==> src/sv/art_pkg.sv <==
// Shared types and constants for the advertiser rate tracker.
// Used by art_entry_mem and advertiser_rate_tracker_unit.
package art_pkg;

    typedef struct packed {
        logic [47:0] addr;
        logic [31:0] window_start;
        logic [31:0] last_seen;
        logic [15:0] count;
        logic [7:0]  dbm;
    } entry_t;

    localparam logic [1:0] ST_COUNTED = 2'd0;
    localparam logic [1:0] ST_RESTART = 2'd1;
    localparam logic [1:0] ST_DROPPED = 2'd2;
    localparam logic [1:0] ST_PRUNED  = 2'd3;

    localparam logic MODE_OBSERVE = 1'b0;
    localparam logic MODE_PRUNE   = 1'b1;

    localparam logic [1:0] CFG_RATE_WINDOW = 2'd0;
    localparam logic [1:0] CFG_THRESHOLD   = 2'd1;
    localparam logic [1:0] CFG_AGE_LIMIT   = 2'd2;

    localparam logic [15:0] RATE_WINDOW_RST = 16'd1000;
    localparam logic [15:0] THRESHOLD_RST   = 16'd20;
    localparam logic [31:0] AGE_LIMIT_RST   = 32'd30000;

    localparam logic [15:0] COUNT_MAX = 16'hFFFF;

endpackage

==> src/sv/advertiser_rate_tracker_unit.sv <==
// Advertiser rate tracker: a table of sender addresses with per-sender windowed packet counts.
// Each transaction walks the whole table, one entry read per cycle from its memory; an observe
// transaction then decides and writes in S_DECIDE, while a prune finishes at the end of the walk.
// The next start is taken in the cycle of the done strobe.
// Reset clears all valid bits, the entry count and the registers to their defaults at once.
// Each result is shown for one cycle under done; the receiver cannot stall it.
module advertiser_rate_tracker_unit #(
    parameter int TABLE_ENTRIES = 32
) (
    input  logic               clk,
    input  logic               rst_n,
    input  logic               start,
    output logic               busy,
    input  logic               mode,
    input  logic [47:0]        sender_addr,
    input  logic signed [7:0]  signal_dbm,
    input  logic               already_known,
    input  logic [31:0]        now_ms,
    output logic               done,
    output logic [1:0]         status,
    output logic               high_rate,
    output logic [15:0]        packet_count,
    output logic signed [7:0]  flag_dbm,
    output logic [5:0]         occupancy,
    input  logic               cfg_we,
    input  logic [1:0]         cfg_index,
    input  logic [31:0]        cfg_wdata
);
    import art_pkg::*;

    localparam int IDX_W = (TABLE_ENTRIES > 1) ? $clog2(TABLE_ENTRIES) : 1;
    localparam int CNT_W = $clog2(TABLE_ENTRIES + 1);
    localparam logic [CNT_W-1:0] SCAN_END = CNT_W'(TABLE_ENTRIES);

    typedef enum logic [1:0] {
        S_IDLE,
        S_SCAN,
        S_DECIDE
    } state_t;

    state_t state_reg;

    logic [15:0] rate_window_reg;
    logic [15:0] threshold_reg;
    logic [31:0] age_limit_reg;

    logic [TABLE_ENTRIES-1:0] valid_reg;
    logic [CNT_W-1:0]         total_reg;

    logic        mode_reg;
    logic [47:0] addr_reg;
    logic [7:0]  dbm_reg;
    logic        known_reg;
    logic [31:0] now_reg;

    logic [CNT_W-1:0] idx_reg;
    logic             cmp_vld_reg;
    logic [IDX_W-1:0] cmp_idx_reg;

    logic             hit_found_reg;
    logic [IDX_W-1:0] hit_idx_reg;
    logic [31:0]      hit_ws_reg;
    logic [15:0]      hit_cnt_reg;
    logic             free_found_reg;
    logic [IDX_W-1:0] free_idx_reg;

    logic        done_reg;
    logic [1:0]  status_reg;
    logic        high_rate_reg;
    logic [15:0] count_reg;
    logic [7:0]  flag_dbm_reg;
    logic [5:0]  occupancy_reg;

    logic [IDX_W-1:0] scan_idx;
    logic             issuing;
    entry_t           rd_entry;
    entry_t           wr_entry;
    logic             mem_we;
    logic [IDX_W-1:0] wr_idx;

    logic [31:0] cmp_stamp;
    logic [31:0] cmp_limit;
    logic        cmp_expired;

    logic        cmp_valid_entry;
    logic        scan_hit;
    logic        prune_drop;
    logic        drop;
    logic        restart;
    logic [31:0] base_ws;
    logic [15:0] base_cnt;
    logic [15:0] cnt_inc;
    logic [15:0] new_cnt;
    logic        flag;
    logic [CNT_W-1:0] total_after;
    logic [CNT_W+5:0] occ_wide;

    assign scan_idx = idx_reg[IDX_W-1:0];
    assign issuing  = (state_reg == S_SCAN) && (idx_reg != SCAN_END);

    art_entry_mem #(
        .DEPTH (TABLE_ENTRIES),
        .IDX_W (IDX_W)
    ) u_mem (
        .clk   (clk),
        .we    (mem_we),
        .waddr (wr_idx),
        .wdata (wr_entry),
        .raddr (scan_idx),
        .rdata (rd_entry)
    );

    // The one time comparator serves the age check of a prune walk and the window check
    // of an observation.
    always_comb
    begin
        base_ws  = hit_found_reg ? hit_ws_reg : now_reg;
        base_cnt = hit_found_reg ? hit_cnt_reg : 16'd0;
        if (state_reg == S_SCAN)
        begin
            cmp_stamp = rd_entry.last_seen;
            cmp_limit = age_limit_reg;
        end
        else
        begin
            cmp_stamp = base_ws;
            cmp_limit = {16'd0, rate_window_reg};
        end
    end

    art_time_cmp u_cmp (
        .now     (now_reg),
        .stamp   (cmp_stamp),
        .limit   (cmp_limit),
        .expired (cmp_expired)
    );

    always_comb
    begin
        cmp_valid_entry = cmp_vld_reg && valid_reg[cmp_idx_reg];
        scan_hit   = cmp_valid_entry && (mode_reg == MODE_OBSERVE) && !hit_found_reg
                     && (rd_entry.addr == addr_reg);
        prune_drop = cmp_valid_entry && (mode_reg == MODE_PRUNE) && cmp_expired;

        drop    = !hit_found_reg && !free_found_reg;
        restart = cmp_expired;
        cnt_inc = (base_cnt != COUNT_MAX) ? base_cnt + 16'd1 : base_cnt;
        new_cnt = restart ? 16'd1 : cnt_inc;
        flag    = !restart && !known_reg && (cnt_inc >= threshold_reg);
        wr_idx  = hit_found_reg ? hit_idx_reg : free_idx_reg;

        wr_entry.addr         = addr_reg;
        wr_entry.window_start = restart ? now_reg : base_ws;
        wr_entry.last_seen    = now_reg;
        wr_entry.count        = new_cnt;
        wr_entry.dbm          = dbm_reg;

        mem_we = (state_reg == S_DECIDE) && !drop;

        if ((state_reg == S_DECIDE) && !drop && !hit_found_reg)
        begin
            total_after = total_reg + CNT_W'(1);
        end
        else
        begin
            total_after = total_reg;
        end
        occ_wide = {6'd0, total_after};
    end

    always_ff @(posedge clk or negedge rst_n)
    begin
        if (!rst_n)
        begin
            state_reg       <= S_IDLE;
            rate_window_reg <= RATE_WINDOW_RST;
            threshold_reg   <= THRESHOLD_RST;
            age_limit_reg   <= AGE_LIMIT_RST;
            valid_reg       <= '0;
            total_reg       <= '0;
            mode_reg        <= MODE_OBSERVE;
            addr_reg        <= '0;
            dbm_reg         <= '0;
            known_reg       <= 1'b0;
            now_reg         <= '0;
            idx_reg         <= '0;
            cmp_vld_reg     <= 1'b0;
            cmp_idx_reg     <= '0;
            hit_found_reg   <= 1'b0;
            hit_idx_reg     <= '0;
            hit_ws_reg      <= '0;
            hit_cnt_reg     <= '0;
            free_found_reg  <= 1'b0;
            free_idx_reg    <= '0;
            done_reg        <= 1'b0;
            status_reg      <= ST_COUNTED;
            high_rate_reg   <= 1'b0;
            count_reg       <= '0;
            flag_dbm_reg    <= '0;
            occupancy_reg   <= '0;
        end
        else
        begin
            done_reg <= 1'b0;

            if (cfg_we)
            begin
                unique case (cfg_index)
                    CFG_RATE_WINDOW: rate_window_reg <= cfg_wdata[15:0];
                    CFG_THRESHOLD:   threshold_reg   <= cfg_wdata[15:0];
                    CFG_AGE_LIMIT:   age_limit_reg   <= cfg_wdata;
                    default:         ;
                endcase
            end

            unique case (state_reg)
                S_IDLE:
                begin
                    if (start)
                    begin
                        mode_reg       <= mode;
                        addr_reg       <= sender_addr;
                        dbm_reg        <= signal_dbm;
                        known_reg      <= already_known;
                        now_reg        <= now_ms;
                        idx_reg        <= '0;
                        cmp_vld_reg    <= 1'b0;
                        hit_found_reg  <= 1'b0;
                        free_found_reg <= 1'b0;
                        state_reg      <= S_SCAN;
                    end
                end

                S_SCAN:
                begin
                    // Issue stage: the valid bits are flip-flops, so the free search
                    // runs alongside the memory read.
                    cmp_vld_reg <= issuing;
                    cmp_idx_reg <= scan_idx;
                    if (issuing)
                    begin
                        idx_reg <= idx_reg + CNT_W'(1);
                        if (!valid_reg[scan_idx] && !free_found_reg)
                        begin
                            free_found_reg <= 1'b1;
                            free_idx_reg   <= scan_idx;
                        end
                    end

                    // Compare stage: the entry read in the previous cycle.
                    if (scan_hit)
                    begin
                        hit_found_reg <= 1'b1;
                        hit_idx_reg   <= cmp_idx_reg;
                        hit_ws_reg    <= rd_entry.window_start;
                        hit_cnt_reg   <= rd_entry.count;
                    end
                    if (prune_drop)
                    begin
                        valid_reg[cmp_idx_reg] <= 1'b0;
                        total_reg              <= total_reg - CNT_W'(1);
                    end

                    if (!issuing && !cmp_vld_reg)
                    begin
                        if (mode_reg == MODE_PRUNE)
                        begin
                            done_reg      <= 1'b1;
                            status_reg    <= ST_PRUNED;
                            high_rate_reg <= 1'b0;
                            count_reg     <= '0;
                            flag_dbm_reg  <= '0;
                            occupancy_reg <= occ_wide[5:0];
                            state_reg     <= S_IDLE;
                        end
                        else
                        begin
                            state_reg <= S_DECIDE;
                        end
                    end
                end

                S_DECIDE:
                begin
                    done_reg      <= 1'b1;
                    occupancy_reg <= occ_wide[5:0];
                    total_reg     <= total_after;
                    state_reg     <= S_IDLE;
                    if (drop)
                    begin
                        status_reg    <= ST_DROPPED;
                        high_rate_reg <= 1'b0;
                        count_reg     <= '0;
                        flag_dbm_reg  <= '0;
                    end
                    else
                    begin
                        if (!hit_found_reg)
                        begin
                            valid_reg[free_idx_reg] <= 1'b1;
                        end
                        status_reg    <= restart ? ST_RESTART : ST_COUNTED;
                        high_rate_reg <= flag;
                        count_reg     <= new_cnt;
                        flag_dbm_reg  <= flag ? dbm_reg : 8'd0;
                    end
                end

                default:
                begin
                    state_reg <= S_IDLE;
                end
            endcase
        end
    end

    assign busy         = (state_reg != S_IDLE);
    assign done         = done_reg;
    assign status       = status_reg;
    assign high_rate    = high_rate_reg;
    assign packet_count = count_reg;
    assign flag_dbm     = flag_dbm_reg;
    assign occupancy    = occupancy_reg;

endmodule

==> src/sv/art_entry_mem.sv <==
// Entry table of the advertiser rate tracker: one write port, one registered read port.
// Depends on art_pkg for the entry layout.
module art_entry_mem #(
    parameter int DEPTH = 32,
    parameter int IDX_W = 5
) (
    input  logic              clk,
    input  logic              we,
    input  logic [IDX_W-1:0]  waddr,
    input  art_pkg::entry_t   wdata,
    input  logic [IDX_W-1:0]  raddr,
    output art_pkg::entry_t   rdata
);
    import art_pkg::*;

    entry_t mem [DEPTH];

    always_ff @(posedge clk)
    begin
        if (we)
        begin
            mem[waddr] <= wdata;
        end
    end

    always_ff @(posedge clk)
    begin
        rdata <= mem[raddr];
    end

endmodule

==> src/sv/art_time_cmp.sv <==
// Shared elapsed-time check: wrapping difference now - stamp compared against a limit.
// Depends on nothing beyond its ports.
module art_time_cmp (
    input  logic [31:0] now,
    input  logic [31:0] stamp,
    input  logic [31:0] limit,
    output logic        expired
);
    logic [31:0] elapsed;

    // The subtraction wraps modulo 2^32, as the time base does.
    assign elapsed = now - stamp;
    assign expired = elapsed > limit;

endmodule

==> config.mk <==
export PLATFORM = sky130hd
export DESIGN_NAME = advertiser_rate_tracker_unit
export DESIGN_NICKNAME = d
export VERILOG_FILES = /design/src/sv/art_pkg.sv /design/src/sv/advertiser_rate_tracker_unit.sv /design/src/sv/art_entry_mem.sv /design/src/sv/art_time_cmp.sv
export SDC_FILE = /design/constraint.sdc
export NUM_CORES = 2
export LEC_CHECK = 0
export ABC_AREA = 1
export BUFFER_PORTS_ARGS = -buffer_cell sky130_fd_sc_hd__buf_2
export CAP_MARGIN = 20
export CORE_MARGIN = 8
export CORE_UTILIZATION = 60
export DETAILED_ROUTE_END_ITERATION = 10
export MAX_ROUTING_LAYER = met4
export PLACE_DENSITY_LB_ADDON = 0.1
export SETUP_SLACK_MARGIN = 0.02
export SYNTH_ARGS = -nofsm -noshare
export SYNTH_HDL_FRONTEND = slang
export SYNTH_MEMORY_MAX_BITS = 65536
export SYNTH_SLANG_ARGS = --single-unit
export TNS_END_PERCENT = 5
==> constraint.sdc <==
create_clock -name clk -period 11.2 [get_ports clk]
set_input_delay 2.8 -clock clk [delete_from_list [all_inputs] [get_ports clk]]
set_output_delay 2.8 -clock clk [all_outputs]
set_load 0.005 [all_outputs]
# Yosys cells after proc, flatten, opt, wreduce, memory -nomap -nowiden
# Memories as Yosys holds them, arrays and structs flattened. A register that Yosys moved wholly into a read port is not among the register bits.
# Index checks and enable logic that the tools add are counted.
totals:
  reg_bits: 300
  ramBits: 4352
  in_bits: 128
  out_inout_bits: 35
  memories: 1
mem_list:
  columns: ["name", "depth", "word_bits", "read_ports", "rd_ports_with_merged_regs", "write_ports", "line_no", "source"]
  rows:
  - ["u_mem.mem", 32, 136, 1, 1, 1, "art_entry_mem.sv:16", "entry_t mem [DEPTH];"]
classes:
  n_addsub: 5
  magnitude_cmp: 7
  eq_ne: 16
  muxes: 63
  n_bitwise: 4
  n_reduce_logical: 43
op_table:
  columns: ["op", "count"]
  rows:
  - ["2-to-1 mux 32 bit", 7]
  - ["2-to-1 mux 16 bit", 6]
  - ["one-hot mux 32 bit (2 select lines)", 1]
  - ["== test 48 bit", 1]
  - ["2-to-1 mux 6 bit", 6]
  - ["one-hot mux 6 bit (2 select lines)", 3]
  - ["bitwise AND 32 bit", 1]
  - ["greater-than comparator 32 bit", 1]
  - ["2-to-1 mux 8 bit", 4]
  - ["NOT 32 bit", 1]
  - ["OR 32 bit", 1]
  - ["one-hot mux 16 bit (2 select lines)", 1]
  - ["subtractor 32 bit", 1]
  - ["less-than comparator 5 x 6 -> 1 bit (second input constant)", 3]
  - ["adder 16 x 1 -> 16 bit (second input constant)", 1]
  - ["greater-or-equal comparator 16 bit", 1]
  - ["logical AND 1 bit", 16]
  - ["2-to-1 mux 1 bit", 16]
  - ["!= test 16 bit (second input constant)", 1]
  - ["one-hot mux 8 bit (2 select lines)", 1]
  - ["AND reduction 2 bit", 8]
  - ["!= test 2 bit (second input constant)", 7]
  - ["adder 6 x 1 -> 6 bit (second input constant)", 2]
  - ["2-to-1 mux 2 bit", 6]
  - ["other kinds (17)", 42]

# Longest topological paths before layout
depth:
  ltp_word: 10
  mapped_depth: 35

# By module
# A second synthesis with hierarchy kept.
hier_totals:
  cells_unflattened: 16947
  area_unflattened_um2: 195187.2
modules_own_cells:
  columns: ["mod", "n_inst", "cells_each", "area_per_inst_um2"]
  rows:
  - ["art_entry_mem", 1, 14044, 175603.4]
  - ["advertiser_rate_tracker_unit", 1, 2253, 16316.9]
  - ["art_time_cmp", 1, 650, 3266.9]

# Least setup slack after synthesis
# Ideal clock, no wire load.
synth_path:
  path_type: "reg-to-reg"
  start: "reg hit_found_reg"
  end: "mem u_mem.mem[0][100] (netlist bit), enable pin"
  arrival_time_ps: 6857
  required_time_ps: 10583
  slack_ps: 3726
  stages_incl_launch_ff: 10
  synth_period_minus_slack_ps: 7474
  cell_sequence: "dfrtp_1 > buf_4 > buf_6 > buf_2 > clkbuf_1 > o21ai_0 > inv_1 > nor2_1 > nand2_1 > nor2_1"
synth_via:
  elab_chain_len: 6
synth_lines:
  columns: ["element", "line_no", "source"]
  rows:
  - ["from (decl)", "advertiser_rate_tracker_unit.sv:60", "logic hit_found_reg;"]
  - ["from (signal assigned)", "advertiser_rate_tracker_unit.sv:189", "hit_found_reg <= 1'b0;"]
  - ["from (signal assigned)", "advertiser_rate_tracker_unit.sv:228", "hit_found_reg <= 1'b0;"]
  - ["from (signal assigned)", "advertiser_rate_tracker_unit.sv:253", "hit_found_reg <= 1'b1;"]
  - ["zero test 1 bit", null, null]
  - ["logical AND 1 bit", "advertiser_rate_tracker_unit.sv:145", "drop = !hit_found_reg && !free_found_reg;"]
  - ["zero test 1 bit", "advertiser_rate_tracker_unit.sv:158", "mem_we = (state_reg == S_DECIDE) && !drop;"]
  - ["logical AND 1 bit", "advertiser_rate_tracker_unit.sv:158", null]
  - ["2-to-1 mux 1 bit", "art_entry_mem.sv:20", "if (we)"]
  - ["2-to-1 mux 1 bit (not written as such)", "art_entry_mem.sv:22", "mem[waddr] <= wdata;"]
  - ["to (decl)", "art_entry_mem.sv:16", null]
# Parallel ways exist; a longest one is shown, timed or not.

# Worst setup path in the final report
layout_path:
  start: "reg state_reg[1]"
  end: "reg valid_reg[21]"
layout_via:
  elab_chain_len: 7
layout_lines:
  columns: ["element", "line_no", "source"]
  rows:
  - ["from (decl)", "advertiser_rate_tracker_unit.sv:41", "state_t state_reg;"]
  - ["from (signal assigned)", "advertiser_rate_tracker_unit.sv:175", "state_reg <= S_IDLE;"]
  - ["from (signal assigned)", "advertiser_rate_tracker_unit.sv:230", "state_reg <= S_SCAN;"]
  - ["from (signal assigned)", "advertiser_rate_tracker_unit.sv:274", "state_reg <= S_IDLE;"]
  - ["== test 2 x 1 -> 1 bit", "advertiser_rate_tracker_unit.sv:119, advertiser_rate_tracker_unit.sv:216", null]
  - ["2-to-1 mux 32 bit", "advertiser_rate_tracker_unit.sv:119", "if (state_reg == S_SCAN)"]
  - ["subtractor 32 bit", "art_time_cmp.sv:12", "assign elapsed = now - stamp;"]
  - ["greater-than comparator 32 bit", "art_time_cmp.sv:13", "assign expired = elapsed > limit;"]
  - ["logical AND 1 bit", "advertiser_rate_tracker_unit.sv:143", "prune_drop = cmp_valid_entry && (mode_reg == MODE_PRUNE) && cmp_expired;"]
  - ["!= test 2 bit (no source line)", null, null]
  - ["AND reduction 4 bit (no source line)", null, null]
  - ["to (signal assigned)", "advertiser_rate_tracker_unit.sv:179", "valid_reg <= '0;"]
  - ["to (signal, indexed assignment)", "advertiser_rate_tracker_unit.sv:260", "valid_reg[cmp_idx_reg] <= 1'b0;"]
  - ["to (signal, indexed assignment)", "advertiser_rate_tracker_unit.sv:300", "valid_reg[free_idx_reg] <= 1'b1;"]
  - ["to (decl)", "advertiser_rate_tracker_unit.sv:47", "logic [TABLE_ENTRIES-1:0] valid_reg;"]
# Parallel ways exist; a longest one is shown, timed or not.
# A chain may end at the register's enable or synchronous reset.

==> flow_metrics.py <==
metrics = {
    "clock_network": {
        "insertion_delay_ns": 0.98,
        "cts_tree": "yes",
        "clockRootBuffer": "clkbuf_16",
        "post_cts_resized": 0,
        "postCtsHoldBufs": 0,
        "cts_max_level": 5,
        "cts_buffers": 448,
        "clk_path_buf_depth": 4,
        "cts.sinks": 4524,
        "postCtsSetupBuffers": 0,
        "clkSlewWorstSetupHoldPaths_ns": 0.06,
    },
    "place": {
        "placed_cells": 17400,
        "io_buffers": 162,
        "gp_congestion": 0.902,
        "hpwl_mm": 268,
    },
    "drt": {
        "firstDrtPassIters": 8,
        "num_vias": 122000,
        "ant_nets": 0,
        "drc": 0,
        "via_per_inst": 6.66,
        "wl_mm": 552,
        "drt_iter0_drc": 19000,
        "wire_per_inst_um": 30.2,
    },
    "timing": {
        "tightest_slew_ns": 1.25,
        "setup_viol": 0,
        "hold_viol": 0,
        "finalCritPeriodShare_pct": 68.9,
        "fin_worst_skew_ns": 0.0567,
        "max_freq_ghz": 0.130,
        "rsz0062_at_grt": "no",
        "max_slew_margin_pct": 16.7,
        "slew_violations": 0,
        "fin_tns_setup_ns": 0,
        "period_minus_slack_ns": 7.72,
    },
    "worst_setup_path": {
        "crit_arrival_ns": 8.58,
        "worst-path-max-fanout": 45,
        "worstRegToRegCells": 26,
        "end_kind": "register",
        "cp_slowest_cell": "ha_4",
        "critPathLaunchType": "register",
        "r2r-start": "state_reg[1]$_DFFE_PN0P_",
        "cp_slowest_stage_delay_ns": 0.79,
        "r2r_slack_ns": 3.48,
        "critPathKind": "register to register",
        "crit_required_ns": 12.06,
        "cp_top_family": "buffers and inverters",
        "reg2reg_to": "valid_reg[21]$_DFFE_PN0P_",
        "crit_top_cell": "nand2_1",
        "crit_buf_inv": 6,
    },
    "hold_path": {
        "hold_path_class": "register to register",
        "holdCritStartpoint": "u_mem.rdata[19]$_DFF_P_",
        "whs_path_depth": 2,
        "hold_end": "hit_cnt_reg[11]$_DFFE_PN0P_",
    },
    "yosys": {
        "yosys.area.top_type": "edfxtp_1",
        "yosysWarnings": 0,
        "async_reset_ff_share_pct": 6.63,
        "syn_area_per_cell_um2": 12.8,
        "synth_nets": 14200,
        "synth_edf_count": 4096,
        "synth.area.top_cells": "edfxtp_1 (69%), o21ai_0 (6.8%), nor2_1 (4.9%)",
        "ys_ff_latch": 4524,
        "synth.distinct_cells": 50,
        "synthTopCellsByCount": "edfxtp_1 (4096), o21ai_0 (2448), nor2_1 (2341)",
        "ys_seq_area_share_pct": 74.4,
        "synth_top_area_share_pct": 68.7,
        "synth_area_um2": 179000,
        "netlist_instances": 14000,
        "yosysMostFrequentCell": "edfxtp_1",
        "synthFlopType": "edfxtp_1",
    },
    "global_route": {
        "first_global_vias": 114000,
        "grt_pass1_wl_mm": 788,
        "grt_use_total_pct": 34.9,
        "grt_overflow": 0,
        "grt_antenna_before_repair": 21,
        "grt_max_degree": 233,
    },
    "final_layout": {
        "largest_reg_flops": 4096,
        "syn_to_final_growth_pct": 11.5,
        "fin_nets": 14200,
        "drive_gt1_share_pct": 8.83,
        "stdcell_count": 18300,
    },
    "power": {
        "intPower_mw": 38.0,
        "vdd_drop_max_v": 0.000589,
        "seq_power_share_pct": 42.9,
        "p_leak_nw": 67.0,
        "power_density_nw_per_um2": 294,
        "sw_frac_of_total_pct": 35.3,
        "power.switching_mw": 20.7,
        "clockPowerShare_pct": 25.8,
        "pwr-share-comb_pct": 31.3,
    },
    "run": {
        "drv_cap": 0,
    },
    "floorplanning": {
        "rows": 200,
        "ioPinCount": 163,
        "core_area_um2": 297000,
        "initial_core_util_pct": 60.3,
        "fp.dieW_um": 562,
        "die_h_um": 562,
        "die_area_um2": 316000,
    },
    "status": {
        "status": "complete, no violations",
    },
}
==> cell type report <==
cell class / instances / area, um2
Sequential cell: 4524 / 133000
Fill cell: 20900 / 97300
Multi-Input combinational cell: 8255 / 41200
Clock buffer: 615 / 12600
Tap cell: 3939 / 4930
Timing Repair Buffer: 447 / 4200
Clock inverter: 230 / 2290
Inverter: 258 / 1020
Antenna cell: 15 / 37.5
==> metrics by stage <==
stage	util (%)	setup WS (ns)	hold slack, ns	area, um2	total power, mW
final	67.2	3.48	0.431	199000	58.7
after global routing	67.2	3.02	0.450	199000	60.9
after CTS	66.9	3.21	0.432	199000	57.5
after detailed placement	61.9	3.24	0.423	184000	42.6
after global placement	61.8	3.32	0.413	183000	41.5
after floorplan	-	3.73	0.409	179000	35.8
==> logic make-up (layout without fill, tap and decap cells) <==
family	Yosys count	count (layout)	share of synthesized area (%)
and+or+nand+nor	4053	4053	8.83
xor gates and xnor gates	69	69	0.338
buffers and inverters	1212	1550	2.80
adders and majority gates	89	89	0.627
other	0	15	0
muxes	61	61	0.352
AOI/OAI and AO/OA	3983	3983	12.7
DFF	4524	4524	74.4
==> layout by cell type, fill, tap and decap left out, types with 13 or more instances in the layout <==
cell,n
o221ai_1,346
a21oi_1,229
dfxtp_1,128
buf_8,22
clkbuf_1,98
o21ai_1,13
xnor2_1,27
buf_12,43
inv_1,246
nand4_1,15
clkbuf_16,457
o22ai_1,681
nand3_1,233
edfxtp_1,4096
ha_1,87
o21ai_2,33
o21ai_0,2416
xor2_1,42
bufinv_16,38
nor2_4,35
o211a_1,33
nor3_1,115
mux2i_1,45
diode_2,15
nand2_1,1315
buf_2,161
dfrtp_1,280
clkbuf_8,60
buf_16,27
clkinvlp_4,14
dfstp_2,15
clkinv_1,68
a41oi_1,26
a31oi_1,161
mux2_2,16
buf_4,193
nor2_1,2308
clkinv_2,83
==> worst register-to-register path, cell delays in order, from the launching register on <==
cell	delay, ns
dfrtp_1	0.38
inv_1	0.14
ha_4	0.79
buf_4	0.68
mux2i_1	0.31
ha_1	0.34
a21oi_1	0.26
o21ai_0	0.12
a21oi_1	0.31
inv_1	0.12
a21oi_1	0.37
o21ai_0	0.26
xnor2_1	0.20
ha_1	0.32
nand2_1	0.08
nor3_1	0.35
and3_1	0.26
nand2_1	0.06
nand2_1	0.09
nand2_4	0.25
buf_4	0.37
o21bai_2	0.16
buf_4	0.41
nand2_1	0.52
buf_8	0.33
nand2_1	0.09
nand2_1	0.06
==> per-layer routing <==
metal | GRT usage (%) | wire, um | vias to the layer above | share of wire [%]
met5 | - | 0 | - | 0
met4 | 12.2 | 22600 | 0 | 4.1
li1 | - | - | 51600 | -
met2 | 52.9 | 251000 | 8390 | 46
met1 | 48.2 | 211000 | 60500 | 38
met3 | 6.25 | 66600 | 1329 | 12
==> power groups by stage <==
| stage | clock network (mW) | logic (mW) | registers, mW |
|---|---|---|---|
| after global routing | 15.8 | 19.8 | 25.3 |
| final | 15.1 | 18.4 | 25.2 |
| after global placement | 0 | 15.7 | 25.8 |
| after CTS | 15.2 | 16.8 | 25.5 |
| after detailed placement | 0 | 16.8 | 25.8 |
| after floorplan | 0 | 10.3 | 25.6 |
==> worst max-delay path by stage <==
stage	start	to	depth (start not counted)
floorplan	hit_found_reg$_DFFE_PN0P_	u_mem.mem[0][100]$_DFFE_PP_	9
global placement	state_reg[1]$_DFFE_PN0P_	valid_reg[28]$_DFFE_PN0P_	25
detailed placement	state_reg[1]$_DFFE_PN0P_	valid_reg[21]$_DFFE_PN0P_	25
CTS	state_reg[1]$_DFFE_PN0P_	u_mem.mem[24][21]$_DFFE_PP_	21
global route	state_reg[1]$_DFFE_PN0P_	valid_reg[21]$_DFFE_PN0P_	26
finish	state_reg[1]$_DFFE_PN0P_	valid_reg[21]$_DFFE_PN0P_	26
No activity file was read; power rests on OpenSTA's default activity.
